--- src/design/tgafp_pkg.sv ---
// Shared types and constants for the TGA check, flip and premultiply block.
package tgafp_pkg;

  localparam int MAX_DIM   = 1024;
  localparam int HDR_BYTES = 18;
  localparam int CNT_W     = 23;
  localparam int CFG_W     = 11;
  localparam int POS_W     = 10;
  localparam int NEED_W    = 24;
  localparam int COL_W     = $clog2(MAX_DIM);
  localparam int LIM_W     = COL_W + 1;

  localparam logic [CNT_W-1:0] COUNT_MAX = {CNT_W{1'b1}};

  typedef enum logic [3:0] {
    ST_OK       = 4'd0,
    ST_TRUNC    = 4'd1,
    ST_ID       = 4'd2,
    ST_CMAP     = 4'd3,
    ST_RLE      = 4'd4,
    ST_TYPE     = 4'd5,
    ST_DESC     = 4'd6,
    ST_DIMS     = 4'd7,
    ST_DEPTH    = 4'd8,
    ST_LENGTH   = 4'd9
  } status_t;

  typedef struct packed {
    logic             is_status;
    logic [POS_W-1:0] out_row;
    logic [POS_W-1:0] out_col;
    logic [7:0]       blue_out;
    logic [7:0]       green_out;
    logic [7:0]       red_out;
    logic [7:0]       alpha_out;
    status_t          status;
    logic             last;
  } result_t;

endpackage

--- src/design/tga_check_flip_premultiply.sv ---
// Top level: streaming TGA 32bpp checker and premultiplying pixel decoder.
//
// in_*  : one file byte per transfer, in_tlast on the final byte.
// out_* : results. A pixel result carries row (flipped bottom-up), column and
//         premultiplied B, G, R plus alpha; a status result (out_tuser = 1)
//         closes each file with out_tlast = 1 and the highest-priority header or
//         length error. Pixels go out before the status; drop them on a bad status.
// cfg_* : APB registers, expected_width at 0x0 and expected_height at 0x4.
//         Write them only between files.
// A result is registered in the result queue before it appears on out_*.
// Throughput: one byte per cycle; the result queue holds four entries and
// in_tready drops when fewer than two are free, so a final byte that yields
// both a pixel and a status still goes through in one transfer.
// A stalled receiver fills the queue and then backpressures the input.
// Reset clears the byte counter, header flags, row and column and empties the
// queue; the registers return to 1024 x 1024.
module tga_check_flip_premultiply (
  input  logic        clk,
  input  logic        rst_n,
  input  logic        in_tvalid,
  output logic        in_tready,
  input  logic [7:0]  in_tdata,    // data_byte
  input  logic        in_tlast,    // end_of_file
  output logic        out_tvalid,
  input  logic        out_tready,
  output logic [55:0] out_tdata,   // out_row, out_col, blue, green, red, alpha, status
  output logic        out_tuser,   // is_status
  output logic        out_tlast,   // last
  input  logic        cfg_psel,
  input  logic        cfg_penable,
  input  logic        cfg_pwrite,
  input  logic [2:0]  cfg_paddr,
  input  logic [31:0] cfg_pwdata,
  output logic [31:0] cfg_prdata,
  output logic        cfg_pready
);
  import tgafp_pkg::*;

  localparam logic REG_WIDTH  = 1'b0;
  localparam logic REG_HEIGHT = 1'b1;

  logic [CFG_W-1:0] exp_w_r, exp_h_r;
  logic             cfg_wr, fire;
  logic             pix_vld, sts_vld, room, head_vld;
  result_t          pix_res, sts_res, head;

  assign cfg_pready = 1'b1;
  assign cfg_wr     = cfg_psel && cfg_penable && cfg_pwrite && cfg_pready;

  always_ff @(posedge clk) begin
    if (!rst_n) begin
      exp_w_r <= CFG_W'(MAX_DIM);
      exp_h_r <= CFG_W'(MAX_DIM);
    end else if (cfg_wr) begin
      case (cfg_paddr[2])
        REG_WIDTH:  exp_w_r <= cfg_pwdata[CFG_W-1:0];
        REG_HEIGHT: exp_h_r <= cfg_pwdata[CFG_W-1:0];
        default:    exp_w_r <= exp_w_r;
      endcase
    end
  end

  always_comb begin
    case (cfg_paddr[2])
      REG_WIDTH:  cfg_prdata = 32'(exp_w_r);
      REG_HEIGHT: cfg_prdata = 32'(exp_h_r);
      default:    cfg_prdata = '0;
    endcase
  end

  assign in_tready = room;
  assign fire      = in_tvalid && in_tready;

  tgafp_decode u_decode (
    .clk             (clk),
    .rst_n           (rst_n),
    .fire            (fire),
    .data_byte       (in_tdata),
    .end_of_file     (in_tlast),
    .expected_width  (exp_w_r),
    .expected_height (exp_h_r),
    .pix_vld         (pix_vld),
    .pix_res         (pix_res),
    .sts_vld         (sts_vld),
    .sts_res         (sts_res)
  );

  tgafp_outq u_outq (
    .clk      (clk),
    .rst_n    (rst_n),
    .pix_vld  (pix_vld),
    .pix_res  (pix_res),
    .sts_vld  (sts_vld),
    .sts_res  (sts_res),
    .pop_rdy  (out_tready),
    .head_vld (head_vld),
    .head     (head),
    .room     (room)
  );

  assign out_tvalid = head_vld;
  assign out_tuser  = head.is_status;
  assign out_tlast  = head.last;
  assign out_tdata  = {head.status, head.alpha_out, head.red_out, head.green_out,
                       head.blue_out, head.out_col, head.out_row};

endmodule

--- src/design/tgafp_decode.sv ---
// Header checker, pixel assembler and premultiplier; one byte per cycle in which fire is high.
module tgafp_decode (
  input  logic                        clk,
  input  logic                        rst_n,
  input  logic                        fire,
  input  logic [7:0]                  data_byte,
  input  logic                        end_of_file,
  input  logic [tgafp_pkg::CFG_W-1:0] expected_width,
  input  logic [tgafp_pkg::CFG_W-1:0] expected_height,
  output logic                        pix_vld,
  output tgafp_pkg::result_t          pix_res,
  output logic                        sts_vld,
  output tgafp_pkg::result_t          sts_res
);
  import tgafp_pkg::*;

  localparam int F_ID     = 0;
  localparam int F_CMAP   = 1;
  localparam int F_RLE    = 2;
  localparam int F_TYPE   = 3;
  localparam int F_ORIGIN = 4;
  localparam int F_DEPTH  = 5;
  localparam int F_DESC   = 6;

  localparam logic [7:0] TYPE_RAW = 8'd2;
  localparam logic [7:0] TYPE_RLE = 8'd10;
  localparam logic [7:0] DEPTH_32 = 8'd32;

  function automatic logic [7:0] premul(input logic [7:0] c, input logic [7:0] a);
    logic [15:0] x;
    logic [16:0] s;
    x = {8'b0, c} * {8'b0, a} + 16'd127;
    // exact x/255 for x below 2^16
    s = {1'b0, x} + 17'd1 + {9'b0, x[15:8]};
    return s[15:8];
  endfunction

  logic [CNT_W-1:0]  byte_count_r, byte_count_nxt, bc_upd;
  logic [6:0]        err_r, err_nxt, err_upd;
  logic [15:0]       seen_w_r, seen_w_nxt, sw_upd;
  logic [15:0]       seen_h_r, seen_h_nxt, sh_upd;
  logic [7:0]        held_r [0:2];
  logic [7:0]        held_nxt [0:2];
  logic [COL_W-1:0]  col_r, col_nxt;
  logic [CFG_W-1:0]  row_r, row_nxt;
  logic [NEED_W-1:0] need_r;
  logic [2*CFG_W-1:0] area;
  logic              hdr, body;
  logic [1:0]        phase;
  logic [LIM_W-1:0]  limit, col_inc;
  logic [CFG_W-1:0]  flip_row;
  status_t           sts;

  assign area = expected_width * expected_height;

  always_ff @(posedge clk) begin
    need_r <= NEED_W'(HDR_BYTES) + {area, 2'b00};
  end

  always_comb begin
    hdr     = byte_count_r < CNT_W'(HDR_BYTES);
    body    = !hdr && (byte_count_r != COUNT_MAX);
    phase   = byte_count_r[1:0] - 2'(HDR_BYTES % 4);
    bc_upd  = (byte_count_r != COUNT_MAX) ? byte_count_r + 1'b1 : byte_count_r;
    err_upd = err_r;
    sw_upd  = seen_w_r;
    sh_upd  = seen_h_r;
    if (hdr) begin
      case (byte_count_r[4:0])
        5'd0: begin
          if (data_byte != 8'd0) err_upd[F_ID] = 1'b1;
        end
        5'd1, 5'd3, 5'd4, 5'd5, 5'd6, 5'd7: begin
          if (data_byte != 8'd0) err_upd[F_CMAP] = 1'b1;
        end
        5'd2: begin
          if (data_byte == TYPE_RLE) err_upd[F_RLE] = 1'b1;
          if (data_byte != TYPE_RAW) err_upd[F_TYPE] = 1'b1;
        end
        5'd8, 5'd9, 5'd10, 5'd11: begin
          if (data_byte != 8'd0) err_upd[F_ORIGIN] = 1'b1;
        end
        5'd12: sw_upd[7:0]  = data_byte;
        5'd13: sw_upd[15:8] = data_byte;
        5'd14: sh_upd[7:0]  = data_byte;
        5'd15: sh_upd[15:8] = data_byte;
        5'd16: begin
          if (data_byte != DEPTH_32) err_upd[F_DEPTH] = 1'b1;
        end
        default: begin
          if (data_byte != 8'd0) err_upd[F_DESC] = 1'b1;
        end
      endcase
    end

    limit = (expected_width == '0 || expected_width > CFG_W'(MAX_DIM))
            ? LIM_W'(MAX_DIM) : LIM_W'(expected_width);
    col_inc  = {1'b0, col_r} + 1'b1;
    flip_row = expected_height - 1'b1 - row_r;

    if (bc_upd < CNT_W'(HDR_BYTES))                    sts = ST_TRUNC;
    else if (err_upd[F_ID])                            sts = ST_ID;
    else if (err_upd[F_CMAP])                          sts = ST_CMAP;
    else if (err_upd[F_RLE])                           sts = ST_RLE;
    else if (err_upd[F_TYPE])                          sts = ST_TYPE;
    else if (err_upd[F_ORIGIN])                        sts = ST_DESC;
    else if (sw_upd != 16'(expected_width) ||
             sh_upd != 16'(expected_height))           sts = ST_DIMS;
    else if (err_upd[F_DEPTH])                         sts = ST_DEPTH;
    else if (err_upd[F_DESC])                          sts = ST_DESC;
    else if (NEED_W'(bc_upd) != need_r || bc_upd == COUNT_MAX) sts = ST_LENGTH;
    else                                               sts = ST_OK;

    pix_vld = fire && body && (phase == 2'd3);
    pix_res = '0;
    pix_res.out_row   = flip_row[POS_W-1:0];
    pix_res.out_col   = POS_W'(col_r);
    pix_res.blue_out  = premul(held_r[0], data_byte);
    pix_res.green_out = premul(held_r[1], data_byte);
    pix_res.red_out   = premul(held_r[2], data_byte);
    pix_res.alpha_out = data_byte;
    pix_res.status    = ST_OK;

    sts_vld = fire && end_of_file;
    sts_res = '0;
    sts_res.is_status = 1'b1;
    sts_res.status    = sts;
    sts_res.last      = 1'b1;

    byte_count_nxt = byte_count_r;
    err_nxt        = err_r;
    seen_w_nxt     = seen_w_r;
    seen_h_nxt     = seen_h_r;
    col_nxt        = col_r;
    row_nxt        = row_r;
    for (int i = 0; i < 3; i++) held_nxt[i] = held_r[i];

    if (fire) begin
      byte_count_nxt = bc_upd;
      err_nxt        = err_upd;
      seen_w_nxt     = sw_upd;
      seen_h_nxt     = sh_upd;
      if (body && phase != 2'd3) held_nxt[phase] = data_byte;
      if (pix_vld) begin
        if (col_inc >= limit) begin
          col_nxt = '0;
          row_nxt = row_r + 1'b1;
        end else begin
          col_nxt = col_inc[COL_W-1:0];
        end
      end
      if (end_of_file) begin
        byte_count_nxt = '0;
        err_nxt        = '0;
        seen_w_nxt     = '0;
        seen_h_nxt     = '0;
        col_nxt        = '0;
        row_nxt        = '0;
      end
    end
  end

  always_ff @(posedge clk) begin
    if (!rst_n) begin
      byte_count_r <= '0;
      err_r        <= '0;
      seen_w_r     <= '0;
      seen_h_r     <= '0;
      col_r        <= '0;
      row_r        <= '0;
    end else begin
      byte_count_r <= byte_count_nxt;
      err_r        <= err_nxt;
      seen_w_r     <= seen_w_nxt;
      seen_h_r     <= seen_h_nxt;
      col_r        <= col_nxt;
      row_r        <= row_nxt;
    end
  end

  always_ff @(posedge clk) begin
    for (int i = 0; i < 3; i++) held_r[i] <= held_nxt[i];
  end

endmodule

--- src/design/tgafp_outq.sv ---
// Four-entry result queue; takes up to two results per cycle, head is the output.
module tgafp_outq (
  input  logic               clk,
  input  logic               rst_n,
  input  logic               pix_vld,
  input  tgafp_pkg::result_t pix_res,
  input  logic               sts_vld,
  input  tgafp_pkg::result_t sts_res,
  input  logic               pop_rdy,
  output logic               head_vld,
  output tgafp_pkg::result_t head,
  output logic               room
);
  import tgafp_pkg::*;

  localparam int DEPTH = 4;

  result_t    q_r [0:DEPTH-1];
  result_t    q_nxt [0:DEPTH-1];
  logic [2:0] cnt_r, cnt_nxt;
  logic [2:0] base, base1;
  logic       pop;
  result_t    item0;
  logic       push0, push1;

  assign head_vld = cnt_r != 3'd0;
  assign head     = q_r[0];
  assign room     = cnt_r <= 3'(DEPTH - 2);
  assign pop      = head_vld && pop_rdy;

  always_comb begin
    push0 = pix_vld || sts_vld;
    push1 = pix_vld && sts_vld;
    item0 = pix_vld ? pix_res : sts_res;
    base  = cnt_r - {2'b0, pop};
    base1 = base + 3'd1;
    for (int i = 0; i < DEPTH; i++) begin
      if (pop && i < DEPTH - 1) q_nxt[i] = q_r[(i + 1) % DEPTH];
      else                      q_nxt[i] = q_r[i];
      if (push0 && base == 3'(i))  q_nxt[i] = item0;
      if (push1 && base1 == 3'(i)) q_nxt[i] = sts_res;
    end
    cnt_nxt = base + {2'b0, push0} + {2'b0, push1};
  end

  always_ff @(posedge clk) begin
    if (!rst_n) cnt_r <= '0;
    else        cnt_r <= cnt_nxt;
  end

  always_ff @(posedge clk) begin
    for (int i = 0; i < DEPTH; i++) q_r[i] <= q_nxt[i];
  end

endmodule

--- config.mk ---
export PLATFORM = sky130hd
export DESIGN_NAME = tga_check_flip_premultiply
export DESIGN_NICKNAME = d
export VERILOG_FILES = /design/src/design/tgafp_pkg.sv /design/src/design/tga_check_flip_premultiply.sv /design/src/design/tgafp_decode.sv /design/src/design/tgafp_outq.sv
export SDC_FILE = /design/constraint.sdc
export NUM_CORES = 2
export LEC_CHECK = 0
export ABC_AREA = 1
export BUFFER_PORTS_ARGS = -buffer_cell sky130_fd_sc_hd__buf_2
export CORE_UTILIZATION = 30
export DETAILED_ROUTE_END_ITERATION = 8
export GPL_TIMING_DRIVEN = 0
export PLACE_DENSITY = 0.53
export SYNTH_ARGS = -nofsm -noshare
export SYNTH_HDL_FRONTEND = slang
export SYNTH_SLANG_ARGS = --single-unit
--- constraint.sdc ---
create_clock -name clk -period 7.6 [get_ports clk]
set_clock_uncertainty 0.2 [all_clocks]
set_input_delay 0.76 -clock clk [delete_from_list [all_inputs] [get_ports clk]]
set_output_delay 0.76 -clock clk [all_outputs]
set_load 0.005 [all_outputs]
==> metrics <==
total of warnings raised by yosys 0; vertical die dimension 329 µm; total global routing track utilization 18.3%; Max-Cap Viols 0; wire length per cell after detailed routing about 16 µm; count of flip-flops with a built-in enable after synthesis 40; buffer depth of the longest clock path 3; Final HPWL DP 78300 µm; clock tree root driver cell clkbuf_16; classification of the worst setup path in2reg; final count of negative-setup-slack endpoints 0; total wire length 97700 µm; status finished with violations; leak pwr roughly 19 nW; Final Critical Period around 7.1 ns; top cell type's share of synthesized area 21.3%; number of nets with antenna violations after routing 0; biggest area contributors in the synthesized netlist dfxtp_1 21%, nand2_1 15%, fa_1 13%, inv_1 9.8%, ha_1 8.2%; Required @ worst endpoint 7.92 ns; detailed-routing iteration count for the pre-antenna-repair pass 9; clock transition at the registers of the reported paths about 0.060 ns; number of setup buffers added after CTS 0; number of DRC violations after detailed-routing iteration 0 2137; highest clock frequency the design can meet roughly 140 MHz; Slew HR between 30% and 40%; total CTS buffers 46; highest-delay cell along the critical path fa_1; most frequently used cell type in the post-synthesis netlist nand2_1; gate count of the mapped netlist about 4700; first-pass GRT wire length 157000 µm; synthesized area 32000 µm²; sequential element share of the synthesized area 25.1%; last weighted congestion value of the routability-driven placer 0.871; worst min-delay path category in2reg; starting density of the core between 30% and 40%; number of diodes added for antenna fixing 0; CTS H-tree depth 2; leftover overflow at the end of global routing 0; clock sinks around 380; library cells used by synthesis 60; crit path max fanout 15; VDD IR max 166 µV; number of remaining DRC errors 4; number of antenna violations at the first check in global routing 9; worst path setup slack after routing between 0.5 and 0.6 ns; signal arrival time at the worst endpoint about 7.4 ns; stage delay of the slowest cell on the critical path 0.57 ns; critical path capture point type flop; worst hold margin 0.208 ns; post-synthesis register bit count 381; maximum number of pins on one net before global-route repair 16; violations in the final reports DRC; Top FF cell, synth dfxtp_1; TritonCTS clock tree built; overall die area 108000 µm²; final standard cell area without fillers between 30000 and 40000 µm²; RSZ-0062 raised after global routing false; Non-Filler Instances 6250; Crit path top cell by count nand2_1; layout cells sized above 1 7.02%; GR met2 Demand/Resource 30.7%; area after detailed placement between 30000 and 40000 µm²; Buffers on Ports 97; Worst Setup Slack post-DPL -0.793 ns; layout-stage area growth over the synthesis result 12.2%; most congested layer reported by global routing met2; fraction of met1 tracks used by global routing 24.6%; post-route fraction of the period consumed by the critical path 93.2%; met3 global-route usage 2.38%; Slew @ Worst Pin 0.998 ns; max-slew violation total from the final report 0; Post-layout nets 5293; total via count in the routed design 29649; via/cell ratio 4.74; Async S/R FF share, synth 0%; hold violation count in the final report 0; final core utilization about a third; post-synthesis cell type with the largest combined area dfxtp_1; Die Width 329 µm; via count of the first global-routing pass approximately 30000; power density over the cells 278 nW/µm²; clock latency at the later pin of the worst-skew pair 0.61 ns; startpoint types input port; mean cell area of the mapped netlist 6.86 µm²; ranking of synthesized cells by instance count 1312 x nand2_1, 834 x inv_1, 345 x nor2_1; number of rows created at floorplan 119; area of the core region 106000 µm²; I/O pin count 144; placed cell count 6176
==> registers in the layout (all words and copies together), names as in the netlist <==
register	count
u_decode.byte_count_r	23
u_decode.held_r	24
u_outq.cnt_r	3
exp_h_r	11
u_decode.need_r	22
u_outq.q_r	228
u_decode.err_r	7
u_decode.col_r	10
u_decode.seen_w_r	16
exp_w_r	11
u_decode.seen_h_r	16
u_decode.row_r	10
==> layout make-up <==
type	count	area, µm²
Fill cell	11601	69600
Multi-Input combinational cell	3225	19800
Sequential cell	381	8030
Inverter	854	3210
Tap cell	1391	1740
Clock buffer	65	1370
Buffer	220	1050
Timing Repair Buffer	97	485
Clock inverter	17	259
==> metal layers <==
layer | wire length, µm | vias up
met5 | 13 | -
met4 | 2150 | 2
met3 | 5010 | 146
met2 | 45200 | 651
met1 | 45300 | 14011
li1 | - | 14839
==> kinds of logic after synthesis <==
| family | share of synthesized area [%] |
|---|---|
| AND/OR/NAND/NOR | 26.9 |
| flip-flops | 25.1 |
| AO/OA/AOI/OAI | 10.8 |
| other | 0.0235 |
| XOR/XNOR | 2.69 |
| adder cells (fa/ha/maj) | 21.2 |
| buffers and inverters | 13.4 |
==> path summary, 6_finish.rpt <==
check                                      start                        endpoint  slack [ns]  depth (start not counted)
setup / recovery                     in_tdata[2]  u_outq.q_r[2][21]$_SDFFE_PP0P_        0.51                         31
hold / removal                    cfg_pwdata[10]        exp_w_r[10]$_SDFFE_PN1P_        0.21                          3
setup reg to reg         exp_h_r[4]$_SDFFE_PN0P_     u_decode.need_r[23]$_DFF_P_        0.81                         26
hold reg to reg   u_decode.row_r[2]$_SDFFE_PN0P_  u_decode.row_r[2]$_SDFFE_PN0P_        0.24                          1
==> stage by stage <==
| stage | TNS, ns | total power [mW] |
|---|---|---|
| global route | 0 | 10.9 |
| detailed placement | -41.90 | 7.64 |
| floorplan | 0 | 6.30 |
| finish | 0 | 9.99 |
| global placement | -39.84 | 7.60 |
| CTS | 0 | 10.1 |
==> worst max-delay path: cells and delay by family <==
family / cells / cell delay, ns
AND/OR/NAND/NOR: 11 / 1.34
XOR/XNOR: 1 / 0.44
AO/OA/AOI/OAI: 6 / 0.82
adder cells (fa/ha/maj): 6 / 2.71
buffers and inverters: 7 / 1.30
==> what timing repair did <==
action                     in CTS  in global routing
hold endpoints to repair        0                  0
gates cloned                    0                  0
hold buffers                    0                  0
setup endpoints to repair      13                 96
gates resized for setup         0                  9
==> layout by cell type (no fill, tap or decap), types with 31 or more instances in the layout <==
cell type,Yosys,layout
nand2_1,1312,1312
inv_1,834,834
nor2_1,345,345
dfxtp_1,341,341
a21oi_1,268,268
nand3_1,260,260
ha_1,209,209
fa_1,208,208
o21ai_0,186,186
buf_2,46,143
clkbuf_1,105,104
xor2_1,66,66
clkbuf_16,0,48
nor3_1,43,43
edfxtp_1,40,40
o32ai_1,39,39
nand4_1,36,36
o21ai_1,32,32
buf_4,31,31
==> power breakdown <==
| part | switching [mW] | internal [mW] | total, mW |
|---|---|---|---|
| Sequential | 0.237 | 2.63 | 2.87 |
| Clock | 0.959 | 1.43 | 2.39 |
| Combinational | 3.12 | 1.61 | 4.74 |
Power figures use the tool's default switching activity.
